===== config.mk =====
export PLATFORM = sky130hd
export DESIGN_NAME = rmq_front
export DESIGN_NICKNAME = d
export VERILOG_FILES = /design/src/hw/rtl/rmq_pkg.sv /design/src/hw/rtl/rmq_fifo.sv /design/src/hw/rtl/rmq_front.sv
export SDC_FILE = /design/constraint.sdc
export NUM_CORES = 1
export LEC_CHECK = 0
export BUFFER_PORTS_ARGS = -buffer_cell sky130_fd_sc_hd__buf_2
export CAP_MARGIN = 20
export CORE_MARGIN = 8
export CORE_UTILIZATION = 39
export DETAILED_ROUTE_END_ITERATION = 16
export GPL_ROUTABILITY_DRIVEN = 0
export GPL_TIMING_DRIVEN = 0
export PLACE_DENSITY = 0.57
export SYNTH_ARGS = -nofsm -noshare
export SYNTH_HDL_FRONTEND = slang
export SYNTH_HIERARCHICAL = 1
export SYNTH_SLANG_ARGS = --single-unit
export TNS_END_PERCENT = 30

===== constraint.sdc =====
create_clock -name clk -period 3.5 [get_ports clk]
set_input_delay 0.7 -clock clk [delete_from_list [all_inputs] [get_ports clk]]
set_output_delay 0.7 -clock clk [all_outputs]
set_load 0.05 [all_outputs]

===== src/hw/rtl/rmq_pkg.sv =====
// ----------------------------------------------------------------------------
// rmq_pkg: shared codes and types of the range-minimum engine
// Input kinds, result status codes and the command control word that the
// front end hands to the back end.
// ----------------------------------------------------------------------------
package rmq_pkg;

  localparam int KIND_W   = 2;
  localparam int LEFT_W   = 10;
  localparam int RIGHT_W  = 11;
  localparam int COUNT_W  = 11;
  localparam int WORD_W   = 32;
  localparam int STATUS_W = 2;

  // input kinds
  localparam logic [KIND_W-1:0] KIND_LOAD  = 2'd0;
  localparam logic [KIND_W-1:0] KIND_BUILD = 2'd1;
  localparam logic [KIND_W-1:0] KIND_QUERY = 2'd2;

  // result status
  localparam logic [STATUS_W-1:0] STATUS_OK        = 2'd0;
  localparam logic [STATUS_W-1:0] STATUS_BAD_RANGE = 2'd1;
  localparam logic [STATUS_W-1:0] STATUS_BUILT     = 2'd2;

  // classified command
  typedef enum logic [1:0] {
    OP_LOAD  = 2'd0,
    OP_BUILD = 2'd1,
    OP_QUERY = 2'd2,
    OP_BAD   = 2'd3
  } op_t;

  typedef struct packed {
    op_t  op;
    logic single;      // one-element range, answered from the leaf
    logic need_right;  // right entry takes part in the answer
  } cmd_ctl_t;

endpackage


===== src/hw/rtl/rmq_fifo.sv =====
// ----------------------------------------------------------------------------
// rmq_fifo: small register queue
// Holds a few words between two sides that stall independently.
// ----------------------------------------------------------------------------
module rmq_fifo #(
  parameter int WIDTH = 8,
  parameter int DEPTH = 2,
  localparam int PW = (DEPTH > 1) ? $clog2(DEPTH) : 1,
  localparam int CW = $clog2(DEPTH + 1)
) (
  input  logic             clk,
  input  logic             rst,
  input  logic             push,
  output logic             full,
  input  logic [WIDTH-1:0] wr_data,
  output logic             empty,
  input  logic             pop,
  output logic [WIDTH-1:0] rd_data
);

  logic [WIDTH-1:0] mem [DEPTH];
  logic [PW-1:0]    wr_ptr;
  logic [PW-1:0]    rd_ptr;
  logic [CW-1:0]    cnt;
  logic             do_push;
  logic             do_pop;

  assign full    = (cnt == CW'(DEPTH));
  assign empty   = (cnt == '0);
  assign do_push = push && !full;
  assign do_pop  = pop && !empty;
  assign rd_data = mem[rd_ptr];

  always_ff @(posedge clk) begin
    if (do_push) begin
      mem[wr_ptr] <= wr_data;
    end
  end

  always_ff @(posedge clk) begin
    if (rst) begin
      wr_ptr <= '0;
      rd_ptr <= '0;
      cnt    <= '0;
    end else begin
      if (do_push) begin
        wr_ptr <= (wr_ptr == PW'(DEPTH - 1)) ? '0 : wr_ptr + PW'(1);
      end
      if (do_pop) begin
        rd_ptr <= (rd_ptr == PW'(DEPTH - 1)) ? '0 : rd_ptr + PW'(1);
      end
      if (do_push && !do_pop) begin
        cnt <= cnt + CW'(1);
      end else if (do_pop && !do_push) begin
        cnt <= cnt - CW'(1);
      end
    end
  end

endmodule


===== src/hw/rtl/rmq_front.sv =====
// ----------------------------------------------------------------------------
// rmq_front: intake and classification
// Checks query ranges, finds the table level, and queues commands.
// ----------------------------------------------------------------------------
module rmq_front #(
  parameter int DEPTH       = 1024,
  parameter int VALUE_BITS  = 32,
  parameter int QUEUE_DEPTH = 2,
  localparam int AW  = $clog2(DEPTH),
  localparam int LW  = (AW > 1) ? $clog2(AW) : 1,
  localparam int IW  = (AW + 1 > rmq_pkg::COUNT_W) ? AW + 1 : rmq_pkg::COUNT_W
) (
  input  logic                         clk,
  input  logic                         rst,
  input  logic                         push,
  output logic                         full,
  input  logic [rmq_pkg::KIND_W-1:0]   kind,
  input  logic [rmq_pkg::LEFT_W-1:0]   left_index,
  input  logic [rmq_pkg::RIGHT_W-1:0]  right_end,
  input  logic signed [rmq_pkg::WORD_W-1:0] element_value,
  input  logic [IW-1:0]                count,
  output logic                         cmd_valid,
  input  logic                         cmd_pop,
  output rmq_pkg::cmd_ctl_t            cmd_ctl,
  output logic [AW-1:0]                cmd_left,
  output logic [AW-1:0]                cmd_last,
  output logic [LW-1:0]                cmd_lvl,
  output logic [VALUE_BITS-1:0]        cmd_value
);

  typedef struct packed {
    rmq_pkg::cmd_ctl_t     ctl;
    logic [AW-1:0]         left;
    logic [AW-1:0]         last;
    logic [LW-1:0]         lvl;
    logic [VALUE_BITS-1:0] value;
  } cmd_t;

  cmd_t          in_cmd;
  cmd_t          head;
  logic          keep;
  logic          q_full;
  logic          q_empty;
  logic [IW-1:0] left_w;
  logic [IW-1:0] right_w;
  logic [IW-1:0] last_w;
  logic [AW-1:0] diff;

  always_comb begin
    left_w = IW'(left_index);
    right_w = IW'(right_end);
    last_w = right_w - IW'(1);
    in_cmd.left = left_w[AW-1:0];
    in_cmd.last = last_w[AW-1:0];
    in_cmd.value = VALUE_BITS'(element_value);
    diff = in_cmd.left ^ in_cmd.last;

    // level = top set bit of left ^ last
    in_cmd.lvl = '0;
    for (int b = 0; b < AW; b++) begin
      if (diff[b]) begin
        in_cmd.lvl = LW'(b);
      end
    end

    // right entry needed unless last sits on the block midpoint
    in_cmd.ctl.need_right = 1'b0;
    for (int b = 0; b < AW; b++) begin
      if (b < int'(in_cmd.lvl) && in_cmd.last[b]) begin
        in_cmd.ctl.need_right = 1'b1;
      end
    end
    in_cmd.ctl.single = (in_cmd.left == in_cmd.last);

    keep = 1'b1;
    in_cmd.ctl.op = rmq_pkg::OP_BAD;
    case (kind)
      rmq_pkg::KIND_LOAD: begin
        in_cmd.ctl.op = rmq_pkg::OP_LOAD;
        keep = (left_w < IW'(DEPTH));
      end
      rmq_pkg::KIND_BUILD: begin
        in_cmd.ctl.op = rmq_pkg::OP_BUILD;
      end
      rmq_pkg::KIND_QUERY: begin
        in_cmd.ctl.op = (right_w <= left_w || right_w > count) ? rmq_pkg::OP_BAD
                                                               : rmq_pkg::OP_QUERY;
      end
      default: begin
        keep = 1'b0;
      end
    endcase
  end

  rmq_fifo #(
    .WIDTH($bits(cmd_t)),
    .DEPTH(QUEUE_DEPTH)
  ) u_cmd_q (
    .clk     (clk),
    .rst     (rst),
    .push    (push && !q_full && keep),
    .full    (q_full),
    .wr_data (in_cmd),
    .empty   (q_empty),
    .pop     (cmd_pop),
    .rd_data (head)
  );

  assign full      = q_full;
  assign cmd_valid = !q_empty;
  assign cmd_ctl   = head.ctl;
  assign cmd_left  = head.left;
  assign cmd_last  = head.last;
  assign cmd_lvl   = head.lvl;
  assign cmd_value = head.value;

endmodule


==> impl_metrics.ini <==
[floorplanning]
fp.dieW_um = 137
die_h_um = 137
dieArea_sq_um = 18700
io_pins = 132
rows = 44
coreArea_sq_um = 14400
initial_core_util = 0.395

[timing]
hold_viol = 0
fin_worst_skew_ps = 5.53
rsz0062_at_grt = no
maxSlewHeadroom = 0.394
drv_slew = 0
timing.final.crit_share = 0.819
setup_viol = 0
min_period_ps = 2870
worst_pin_slew_ps = 908
hold_ws_ps = 481
setup_slack_ps = 633
max_freq_ghz = 0.349

[logic_synthesis]
synth_area_sq_um = 5680
synthFlopType = edfxtp_1
synth-seq-area-share = 0.652
synth_top_cells_by_area = edfxtp_1, mux2_2, ha_1, inv_1, dfxtp_1
synth_area_leader_cell = edfxtp_1
synthDistinctLibCells = 46
ys_async_sr_fraction = 0
synth_edf_count = 120
yosys_warnings = 6
syn_avg_cell_area_sq_um = 15.7
ys_ff_latch = 125
netlist_instances = 362
synth_top_area_share = 0.634
synthesis.nets = 455

[critical_path]
slowest_stage = ha_1
cp-start-kind = primary input
worst-r2r-setup-slack_ps = 1250
critPathMaxStageDelay_ps = 370
startpoint = right_end[0]
critPathKind = primary input to flip-flop
cp.arrival_ps = 2990
rr_startpoint = u_cmd_q/cnt[0]$_SDFFE_PP0P_
r2r_cells = 5
cpMostUsedCell = xnor2_1
path_depth = 10
cp_max_fo = 7
crit_path_end_kind = flip-flop
crit_chain = buf_2 > inv_1 > ha_1 > nor3b_2 > xnor2_1 > xnor2_1 > a21oi_1 > a2111oi_4 > o21a_1 > o311ai_1
worstSetupEndpoint = u_cmd_q/mem[1][56]$_DFFE_PP_
cp.buffers_inverters = 2
timing.rr.end = u_cmd_q/mem[0][9]$_DFFE_PP_
cp_top_family = compound AO/OA/AOI/OAI gates
worstPathRequired_ps = 3630

[power_and_ir_drop]
p_leak_nw = 2.87
power_density_nw_per_um2 = 803
finalPower_mw = 5.81
ir_drop_v = 0.000416

[clocking]
cts_made_buffers = 17
cts_resized = 0
tritoncts = yes
clock-sinks = 125
cts_htree_levels = 4
clk_path_buf_depth = 2
post_cts_buffers = 0
cts_root_buf = clkbuf_16
clkTransAtPathRegs_ps = 60
ctsHoldBuffers = 0
insertion_delay_ps = 400

[place]
numPortBuffers = 131
pre_cts_ws_ps = 235
dp_hpwl_um = 8690
dp_cells = 677

[finish]
multi_input_area_sq_um = 1810
syn_to_final_growth_pct = 27.3
antenna-diode-count = 0
final_cells = 709
drive_above_1_share = 0.461
regArea_sq_um = 3700
nets = 605
n_fill_cell = 1258

[drt]
num_vias = 3450
drc_errors = 0
wl_per_cell_um = 17.1
drtIter0Drc = 111
firstDrtPassIters = 4
wirelength_um = 12100
ant_nets = 0
avgViaCountPerCell = 4.87

[global_routing]
grt_pass1_vias = 3737
grt_max_degree = 61
grt_overflow = 0
antenna_found_initial = 0
grt_use_total = 0.133
grt_first_pass_wirelength_um = 18800

[job]
cap_violations = 0

[run_status]
outcome = completed

[worst_hold_path]
hold_class = primary input to flip-flop
-- worst register-to-register path, delay by kind of cell, from the launching register on --
kind / cells / cell delay [ps]
AOI/OAI and AO/OA: 1 / 180
buffers and inverters: 2 / 710
DFF: 1 / 420
and+or+nand+nor: 2 / 500
-- power by group --
| part | internal (mW) | leakage [nW] | switching [mW] |
|---|---|---|---|
| sequential | 1.90 | 1.14 | 0.0471 |
| clock | 1.32 | 0.315 | 0.597 |
| combinational | 0.537 | 1.41 | 1.41 |
-- per-stage QoR --
step	util	TNS, ps	instance area (sq um)
3_5_place_dp	0.457	0	6570
6_report	0.503	0	7230
2_1_floorplan	-	0	5680
5_1_grt	0.503	0	7230
3_3_place_gp	0.457	-62130	6570
4_1_cts	0.503	0	7230
-- sequential cells by signal, indices dropped and copies added, names as in the netlist, named ones only --
signal          count
u_cmd_q/mem       120
u_cmd_q/rd_ptr      1
u_cmd_q/cnt         2
u_cmd_q/wr_ptr      1
-- kinds of logic after synthesis --
kind of cell | share of synthesized area
compound gates | 0.0436
flops | 0.652
mux | 0.119
simple gates | 0.0577
fa+ha+maj | 0.0507
xor+xnor | 0.0473
buf+inv | 0.0299
-- how the worst min path moves through the flow --
stage                                      startpoint                      endpoint  slack [ps]  cells past startpoint
after floorplan           u_cmd_q/wr_ptr$_SDFFE_PP0P_   u_cmd_q/wr_ptr$_SDFFE_PP0P_         450                      2
after global placement    u_cmd_q/wr_ptr$_SDFFE_PP0P_   u_cmd_q/wr_ptr$_SDFFE_PP0P_         470                      2
after detailed placement  u_cmd_q/wr_ptr$_SDFFE_PP0P_   u_cmd_q/wr_ptr$_SDFFE_PP0P_         490                      2
after CTS                           element_value[31]  u_cmd_q/mem[1][31]$_DFFE_PP_         460                      1
after global routing                element_value[31]  u_cmd_q/mem[1][31]$_DFFE_PP_         460                      1
final                               element_value[31]  u_cmd_q/mem[1][31]$_DFFE_PP_         480                      1
-- per-layer routing --
metal	up-vias	track usage	wire length [um]
li1	1655	-	-
met1	1682	0.150	5230
met2	107	0.225	5870
met3	6	0.0543	948
met4	0	0.0409	90
met5	-	0	0
-- synthesized netlist by cell type (all sizes together), types with 4 or more instances --
| master | count |
|---|---|
| nor2b | 6 |
| edfxtp | 120 |
| o21a | 5 |
| nor2 | 14 |
| a21oi | 7 |
| nand2b | 4 |
| nand3 | 5 |
| dfxtp | 5 |
| xnor2 | 12 |
| nor3 | 5 |
| xor2 | 8 |
| mux2 | 60 |
| nand2 | 9 |
| o21ai | 9 |
| ha | 23 |
| inv | 32 |
| buf | 8 |
-- layout make-up --
class	count	area share
inverter	32	0.0170
tap	184	0.0318
buffer	9	0.00692
clock buffer	21	0.0651
timing repair buffer	131	0.0907
clock inverter	11	0.0260
multi-input combinational	196	0.250
sequential	125	0.512
-- layout by cell type, fill, tap and decap left out, types with 3 or more instances in the layout --
master        n
clkinvlp_4    3
a21oi_1       7
inv_1        31
nor2b_1       5
nand4_1       3
nand2_1       8
xnor3_1       3
clkbuf_16    17
xor2_1        8
o21ai_0       8
o21a_1        5
bufinv_16     5
nor2_1       14
dfxtp_1       5
ha_1         23
clkbuf_8      3
nand2b_1      3
nand3_1       5
mux2_2       60
edfxtp_1    120
or3_1         3
xnor2_1      10
buf_2       138
clkinv_2      3
nor3_1        4
Note: power is estimated with default switching activity, not from simulation.
