$ cat config.mk
export PLATFORM = sky130hd
export DESIGN_NAME = rmq_fifo
export DESIGN_NICKNAME = d
export VERILOG_FILES = /design/src/hw/rtl/rmq_fifo.sv
export SDC_FILE = /design/constraint.sdc
export NUM_CORES = 1
export LEC_CHECK = 0
export ABC_AREA = 1
export BUFFER_PORTS_ARGS = -buffer_cell sky130_fd_sc_hd__buf_2
export CORE_MARGIN = 1.5
export CORE_UTILIZATION = 45
export CTS_CLUSTER_SIZE = 24
export DETAILED_ROUTE_END_ITERATION = 6
export GPL_TIMING_DRIVEN = 0
export PLACE_DENSITY = 0.79
export SLEW_MARGIN = 15
export SYNTH_ARGS = -nofsm -noshare
export SYNTH_HDL_FRONTEND = slang
export SYNTH_SLANG_ARGS = --single-unit
$ cat constraint.sdc
create_clock -name clk -period 1.71 [get_ports clk]
set_clock_uncertainty 0.15 [all_clocks]
set_input_delay 0.0855 -clock clk [delete_from_list [all_inputs] [get_ports clk]]
set_output_delay 0.0855 -clock clk [all_outputs]
set_load 0.01 [all_outputs]
$ cat src/hw/rtl/rmq_fifo.sv
// ----------------------------------------------------------------------------
// rmq_fifo: small register queue
// Holds a few words between two sides that stall independently.
// ----------------------------------------------------------------------------
module rmq_fifo #(
  parameter int WIDTH = 8,
  parameter int DEPTH = 2,
  localparam int PW = (DEPTH > 1) ? $clog2(DEPTH) : 1,
  localparam int CW = $clog2(DEPTH + 1)
) (
  input  logic             clk,
  input  logic             rst,
  input  logic             push,
  output logic             full,
  input  logic [WIDTH-1:0] wr_data,
  output logic             empty,
  input  logic             pop,
  output logic [WIDTH-1:0] rd_data
);

  logic [WIDTH-1:0] mem [DEPTH];
  logic [PW-1:0]    wr_ptr;
  logic [PW-1:0]    rd_ptr;
  logic [CW-1:0]    cnt;
  logic             do_push;
  logic             do_pop;

  assign full    = (cnt == CW'(DEPTH));
  assign empty   = (cnt == '0);
  assign do_push = push && !full;
  assign do_pop  = pop && !empty;
  assign rd_data = mem[rd_ptr];

  always_ff @(posedge clk) begin
    if (do_push) begin
      mem[wr_ptr] <= wr_data;
    end
  end

  always_ff @(posedge clk) begin
    if (rst) begin
      wr_ptr <= '0;
      rd_ptr <= '0;
      cnt    <= '0;
    end else begin
      if (do_push) begin
        wr_ptr <= (wr_ptr == PW'(DEPTH - 1)) ? '0 : wr_ptr + PW'(1);
      end
      if (do_pop) begin
        rd_ptr <= (rd_ptr == PW'(DEPTH - 1)) ? '0 : rd_ptr + PW'(1);
      end
      if (do_push && !do_pop) begin
        cnt <= cnt + CW'(1);
      end else if (do_pop && !do_push) begin
        cnt <= cnt - CW'(1);
      end
    end
  end

endmodule

==> results of run 1 <==
==> path summary, 6_finish.rpt <==
| kind | start | end | slack (ns) | depth (start not counted) |
|---|---|---|---|---|
| max | cnt[0] | mem[0][3] | 0.11 | 3 |
| min | pop | rd_ptr | 0.01 | 4 |
| max reg2reg | cnt[0] | mem[0][3] | 0.11 | 3 |
| min reg2reg | wr_ptr | wr_ptr | 0.37 | 2 |
==> synth_stat cells <==
cell	n	area share
o21ai_0	2	0.012
o21ai_2	2	0.021
buf_2	1	0.0060
nand4_1	1	0.0076
and2_4	1	0.011
nand3_1	1	0.0060
inv_1	7	0.032
nand2_1	4	0.018
dfxtp_1	5	0.12
mux2_2	8	0.11
edfxtp_1	16	0.58
ha_1	1	0.015
nor2_1	9	0.041
a21oi_1	1	0.0060
o21ai_1	1	0.0060
inv_2	2	0.0091
==> where the power goes <==
group / switching [mW] / total, mW / internal [mW]
combinational: 0.254 / 0.479 / 0.225
clock: 0.135 / 0.222 / 0.0868
sequential: 0.0552 / 0.708 / 0.653
==> worst max-delay path, stage by stage, from the launching register on <==
cell and delay (ns):
dfxtp_1 0.53, o21ai_4 0.09, buf_4 0.15, nor2_2 0.33
==> metal layers <==
metal	part of all wire	up-vias
met3	0.050	0
met2	0.56	17
met5	0	-
met1	0.39	265
met4	0	0
li1	-	282
==> sequential cells by signal, summed over array words and instances, names as in the netlist, named ones only <==
| signal | flops |
|---|---|
| rd_ptr | 1 |
| cnt | 2 |
| wr_ptr | 1 |
| mem | 16 |
==> through the flow <==
step | hold slack (ns) | area [µm²] | power, mW
floorplan | 0.03437 | 828.3 | 1.018
global placement | 0.1237 | 964.7 | 1.138
detailed placement | 0.1294 | 964.7 | 1.160
CTS | 0.01037 | 1087 | 1.400
global route | 0.03098 | 1114 | 1.501
finish | 0.01275 | 1114 | 1.409
==> cell usage in the layout, fill, tap and decap left out, types with 2 or more instances in the layout <==
master         Yosys  routed
inv_1              7       7
nand2_1            4       4
dlygate4sd3_1      0      10
mux2_2             8       8
edfxtp_1          16      16
nor2_1             9       7
o21ai_0            2       2
clkbuf_4           0       3
dfxtp_1            5       4
nor2_2             0       2
inv_2              2       2
buf_2              1      22
==> cells by family (layout without fill, tap and decap cells) <==
family | after synthesis | after routing | synth area share
adders and majority gates | 1 | 1 | 0.01510
AOI/OAI and AO/OA | 6 | 6 | 0.04531
muxes | 8 | 8 | 0.1088
buffers and inverters | 10 | 46 | 0.04683
DFF | 21 | 21 | 0.7009
and+or+nand+nor | 16 | 16 | 0.08307
==> repair_timing <==
action                                  CTS  global route
hold buffers                              9             1
pin swaps                                 0             1
buffers inserted                          0             1
endpoints found under the hold margin    21             1
resized for setup                         2             2
endpoints found under the setup margin    8             2
==> area by class of cell <==
class / instances / area [µm²] / area share
well taps: 25 / 31.28 / 0.02809
multi-input cells: 31 / 221.5 / 0.1989
clock buffers: 3 / 22.52 / 0.02022
repair buffers: 32 / 212.7 / 0.1910
flip-flops and latches: 21 / 581.8 / 0.5225
plain buffers: 1 / 5.005 / 0.004494
clock inverters: 1 / 5.005 / 0.004494
inverters: 9 / 33.78 / 0.03034
==> results by stage, run 1 <==
Final layout:
- The fraction of final layout cells sized beyond drive strength 1 is 0.4388.
- The number of nets in the final layout is roughly 110.
- For this run, the share of the core covered by cells in the final layout is 0.6449.
- 0 antenna diodes ended up in the layout.
- The non-filler instance count after layout is about 120.
- The area growth from synthesis to layout is 34.44%.
- The total of fill cells in the finished design is between 150 and 200.

Routing:
- For this run, the detailed router's first-pass iteration total came to 4.
- For this run, design rule violations remaining after detail routing come to 0.
- The via count is about 560.
- The routed via count divided by cell count is about 4.6.
- The first routing iteration left 5 violations.
- The total wirelength of the detailed-routed design is ~1300 µm.
- The routed wire length per instance is 10.51 µm.
- In this run the remaining antenna-violating nets after routing total 0.

Timing:
- Setup violations remaining at the end of the flow were counted as 0.
- After routing, the total negative slack on setup checks comes to 0 ns.
- The post-layout minimum cycle time is 1.598 ns.
- The worst setup slack after layout is about 0.11 ns.
- The final number of hold-violating endpoints is 0.
- The highest attainable clock frequency is ~630 MHz.
- The final clock period utilization by the worst path is 0.9348.
- The total count of max-transition violations in the final report is 0.
- Setup repair after global routing left no endpoint under its margin.
- The worst slew margin relative to its limit is 0.7158.
- For the pin with the worst max-slew slack, the measured transition is 0.4259 ns.

Job:
- The number of max-cap violations is 0.

Floorplan:
- The floorplan has 15 rows.
- In this run the horizontal extent of the chip is 45.90 µm.
- The area of the core is between 1500 and 2000 µm².
- In this run the count of I/O pins placed on the die edge is 22.
- The initial utilization of the core area, before any placement, comes to 0.4797.
- Measured along the y axis, the die boundary spans 45.90 µm.
- The die covers between 2000 and 2500 µm².

Placement:
- Summed over all nets, the half-perimeter wirelength after detailed placement is between 900 and 1000 µm.
- The total instance count after detailed placement is around 110.
- Routability-driven placement finished with a final weighted congestion of 0.6272.
- The number of buffer cells added on primary ports is 21.
- Before CTS, the worst setup slack after placement is -0.002584 ns.

Clocking:
- TritonCTS built the clock tree.
- The level count of the clock H-tree is 1.
- The tree is rooted in a clkbuf_4.
- The maximum count of clock buffers along a single path is 2.
- Clock latency on the worst-skew pair, taken at its later pin, is 0.29 ns.
- Counting the buffers created by CTS gives 3.
- The clock slew seen by the registers of the worst setup and hold paths is roughly 0.11 ns.
- The clock drives 21 sinks.

Global routing:
- The pin count of the biggest net entering global routing is 13.
- The global routing met1 resource utilization is 0.1279.
- The global routing met2 resource utilization is 0.2722.
- The via count of the first global-routing pass came to between 500 and 600.
- The met3 global-route usage is 0.03571.
- For this run, the total global-route usage over all layers was measured as 0.1344.
- The overall overflow remaining after global route is 0.
- The routing layer with the top usage in global route is met2.
- The number of antenna violations at the first check in global routing came to 0.
- The first-pass GRT wire length is roughly 2000 µm.

Critical path:
- STA classifies the critical path startpoint as a flop.
- The critical path endpoint category is a flop.
- STA puts the critical path data required time at about 1.5 ns.
- The setup path with the least slack is of type reg -> reg.
- Data arrives at the worst endpoint at about 1.4 ns.
- The largest fanout of any net on the critical path is 8.

Synth:
- The number of nets handed over by synthesis was 75.
- In the synthesized netlist, the number of instances is 62.
- For this run, the register share of the synthesized area comes to 0.7009.
- The number of register bits inferred by synthesis is 21.
- The average footprint of a synthesized cell is around 13 µm².
- The area of the mapped netlist is about 830 µm².
- Counting distinct cell types in the post-synthesis netlist gives 16.
- The yosys synthesis warning count is 0.

Hold path:
- The worst hold path class is in -> reg.

Power and ir drop:
- Summed over all cells, the static leakage comes to 0.4613 nW.
- The maximum vdd ir drop is around 0.72 mV.
- The total power density per cell area is between 1000 and 1500 nW/µm².

Status:
- The flow ran to the end, and the final reports show no timing, DRC or antenna violations.
No activity file was read; power rests on OpenSTA's default activity.
==> inputs of run 2 (changes only) <==
--- a/config.mk
+++ b/config.mk
@@ -8,11 +8,11 @@
 export ABC_AREA = 1
 export BUFFER_PORTS_ARGS = -buffer_cell sky130_fd_sc_hd__buf_2
 export CORE_MARGIN = 1.5
-export CORE_UTILIZATION = 45
+export CORE_UTILIZATION = 44
 export CTS_CLUSTER_SIZE = 24
 export DETAILED_ROUTE_END_ITERATION = 6
 export GPL_TIMING_DRIVEN = 0
-export PLACE_DENSITY = 0.79
+export PLACE_DENSITY = 0.8
 export SLEW_MARGIN = 15
 export SYNTH_ARGS = -nofsm -noshare
 export SYNTH_HDL_FRONTEND = slang
==> constraint.sdc (replaced) <==
create_clock -name clk -period 1.4 [get_ports clk]
set_clock_uncertainty 0.15 [all_clocks]
set_input_delay 0.07 -clock clk [delete_from_list [all_inputs] [get_ports clk]]
set_output_delay 0.07 -clock clk [all_outputs]
set_load 0.01 [all_outputs]
==> run 2 against run 1 <==
Effect of this change: the run now ends with negative setup slack left; power up 48%; non-clock buffer count increased by 3; combinational power up 93%; via count is 3.9% higher; sequential power grew 25%; worst hold slack improved by 0.034 ns; final cell count is 2.4% higher; clock-buffer cell count up 1; sequential cell count is the same; core utilization increased by 8.1 points; critical endpoint is now rd_data[0]; largest cell class unchanged; largest power group is now combinational cells.
==> results by stage, run 2 (synthesis gave the netlist of run 1 again) <==
Status:
- The run finished, with violations left.
- The final reports fail on negative setup slack.

Clocking:
- The tree is rooted in a clkbuf_4.
- The level count of the clock H-tree is 1 (unchanged).
- The TritonCTS buffer count was 3 (unchanged).
- The maximum count of clock buffers along a single path is 2 (unchanged).
- The clock slew seen by the registers of the worst setup and hold paths is 0.10 ns (about the same).
- The number of sinks on the clock net was 21 (unchanged).
- The clock tree from TritonCTS is yes.
- The clock insertion delay at the later pin of the skew report is 0.29 ns (about the same).

Power and ir drop:
- The total power is 2.081 mW (+48%).
- The static power due to leakage is 0.5280 nW (+14%).
- The total power density per cell area is 1643 nW/µm² (+30%).
- The maximum vdd ir drop is 1.050 mV (+45%).

Global routing:
- The pin count of the biggest net entering global routing is 12 (-1).
- The first-pass GRT wire length is 2415 µm (+20%).
- The total global-route track usage is 0.1758 (+0.04146).
- The via count of the first global-routing pass came to 559 (+1.6%).
- The overall overflow remaining after global route is 0 (unchanged).
- The number of antenna violations at the first check in global routing is 0 (unchanged).

Routing:
- The count of nets left with antenna violations after detail routing is 0 (unchanged).
- The total wirelength of the detailed-routed design is 1635 µm (+26%).
- The total DRC errors in the routed layout is 0 (unchanged).
- The detailed-routing iteration count for the pre-antenna-repair pass came to 2 (-2).
- The via count was 586 (+3.9%).
- The iteration-0 DRC count of the detailed router came to 4 (-1).
- The routed wire length per instance is 12.98 µm (+23%).
- The routed via count divided by cell count was 4.651 (+1.4%).

Floorplan:
- The number of I/O pins is 22 (unchanged).
- The area of the core was 1745 µm² (+1.1%).
- The die width is 46.39 µm (+1.1%).
- The height of the die came to 46.39 µm (+1.1%).
- The area of the die is 2152 µm² (+2.1%).
- The initial core utilization is 0.4746 (-0.005158).
- The cell row count came to 15 (unchanged).

Critical path:
- Among all stages on the critical path, the largest delay is contributed by dfxtp_2.
- The critical path goes through buf_8 -> mux2_4 -> buf_6.
- The longest individual stage delay on the worst path came to 0.35 ns (-0.18 ns).
- The critical path endpoint category is an output port.
- The nature of the critical path startpoint is a flop.
- The slack of the worst reg-to-reg path is 0 ns (-0.11 ns).
- The endpoint of the most critical register-to-register path is cnt[1].
- The largest fanout of any net on the critical path is 8 (unchanged).
- The startpoint of the worst register-to-register path is cnt[1].
- The arrival time at the worst endpoint came to 1.22 ns (-0.18 ns).
- The worst reg2reg path depth is 9 (+6).
- The critical path data required time is 1.18 ns (-0.33 ns).
- The classification of the worst setup path is reg -> out.

Placement:
- The HPWL after detailed placement is 1002 µm (+10%).
- The number of buffer cells added on primary ports came to 21 (unchanged).
- The weighted congestion at the end of routability-driven global placement was 0.6954 (+11%).
- The post-placement cell area was 965.9 µm² (+0.13%).

Timing:
- Setup repair after global routing could not meet its margin everywhere.
- The slew at the pin closest to its max-slew limit is 0.4507 ns (+0.02487 ns).
- Static timing analysis puts the maximum clock frequency at between 600 and 700 MHz.
- The final number of hold-violating endpoints is 0 (unchanged).
- Of the available clock period, the critical path in the final layout requires 1.026.
- The final number of setup-violating endpoints is 8 (+8).
- The total count of max-transition violations in the final report is 0 (unchanged).
- Counting I/O delays and the setup requirement, the final critical path takes between 1 and 1.5 ns.
- The worst setup slack after layout was -0.03685 ns (-0.1484 ns).
- The worst slew margin relative to its limit is 0.6992 (-0.01660).

Final layout:
- The flip-flop count of the largest register, all copies and words added came to 16 (unchanged).
- The total of fill cells in the finished design was 129 (-19%).
- In the layout the commonest cells are 16 x edfxtp_1, 13 x buf_2, 9 x dlygate4sd3_1.
- The number of nets in the final layout is 115 (+2.7%).
- The final design utilization came to 0.7254 (+0.08052).
- The area growth from synthesis to final layout is 52.87%.
- Counting flops per register, the top entry is mem.
- The leading cell type in the layout, fill and taps excluded is edfxtp_1.
- The antenna diode count is 0 (unchanged).
- The fraction of final layout cells sized beyond drive strength 1 came to 0.5248 (+0.08598).
- The final design area excluding fillers is 1266 µm² (+14%).
- In the final layout, the registers with the most flip-flops are mem (16), cnt (2).

Hold path:
- The tightest min-delay check is of the in -> reg type.
- The worst-case hold path end point is wr_ptr.
- The depth of the worst hold-timing path is 5 (+1).
- The startpoint of the tightest hold check path is push.

Job:
- The number of max-cap violations is 0 (unchanged).
==> run 2: changes by cell type in the layout (fill, tap and decap cells not counted), moves of 2 or more <==
cell | previous run | this run
mux2_4 | 0 | 8
buf_4 | 1 | 5
dfxtp_1 | 4 | 2
buf_6 | 0 | 8
inv_1 | 7 | 5
buf_2 | 22 | 13
inv_4 | 0 | 2
mux2_2 | 8 | 0
==> run 2: metrics by stage <==
stage / TNS, ns / hold WS, ns / cells / setup slack, ns
6_report: -0.2566 / 0.04677 / 126 / -0.03685
5_1_grt: -1.427 / 0.06326 / 126 / -0.09882
4_1_cts: -0.2898 / 0.02860 / 126 / -0.04013
3_5_place_dp: -4.508 / 0.1133 / 108 / -0.2998
3_3_place_gp: -4.060 / 0.1090 / 108 / -0.2496
2_1_floorplan: -0.8268 / 0.01887 / 62 / -0.05174
==> run 2: power breakdown <==
| group | total [mW] | switching, mW | internal (mW) |
|---|---|---|---|
| sequential | 0.883 | 0.0742 | 0.809 |
| clock | 0.273 | 0.162 | 0.111 |
| combinational | 0.925 | 0.419 | 0.506 |
| total | 2.08 | 0.655 | 1.43 |
==> run 2: per-layer routing <==
metal / wire length, µm / vias to the layer above / GRT usage
met5: 0 / - / 0
li1: - / 292 / -
met4: 9 / 0 / 0.08571
met1: 602 / 273 / 0.1556
met2: 964 / 19 / 0.3500
met3: 58 / 2 / 0.04706
==> run 2: repair_timing <==
action                                  4_1_cts  5_1_grt
resized for setup                            30        3
pin swaps                                     5        6
endpoints found under the setup margin       26       18
endpoints found under the hold margin        21        0
setup buffers                                 5        0
hold buffers                                  9        0
==> run 2: area by class of cell <==
| class | instances | area (µm²) | area share |
|---|---|---|---|
| Timing Repair Buffer | 35 | 282.8 | 0.2233 |
| Buffer | 1 | 15.01 | 0.01186 |
| Clock buffer | 4 | 26.28 | 0.02075 |
| Sequential cell | 21 | 586.8 | 0.4634 |
| Tap cell | 25 | 31.28 | 0.02470 |
| Multi-Input combinational cell | 31 | 285.3 | 0.2253 |
| Inverter | 9 | 38.79 | 0.03063 |
==> run 2: worst max path at each step <==
stage                       to   start  slack [ns]  cells past startpoint
detailed placement   mem[1][1]  cnt[0]       -0.30                      2
finish              rd_data[0]    flop       -0.04                      3
floorplan            mem[1][0]  cnt[0]       -0.05                      2
global placement     mem[0][5]  cnt[0]       -0.25                      2
CTS                 rd_data[3]    flop       -0.04                      3
global route        rd_data[7]    flop        -0.1                      3
==> run 2: critical path: cells and delay by family, from the launching register on <==
kind | cells | cell delay [ns]
flops | 1 | 0.35
mux | 1 | 0.31
buf+inv | 2 | 0.26
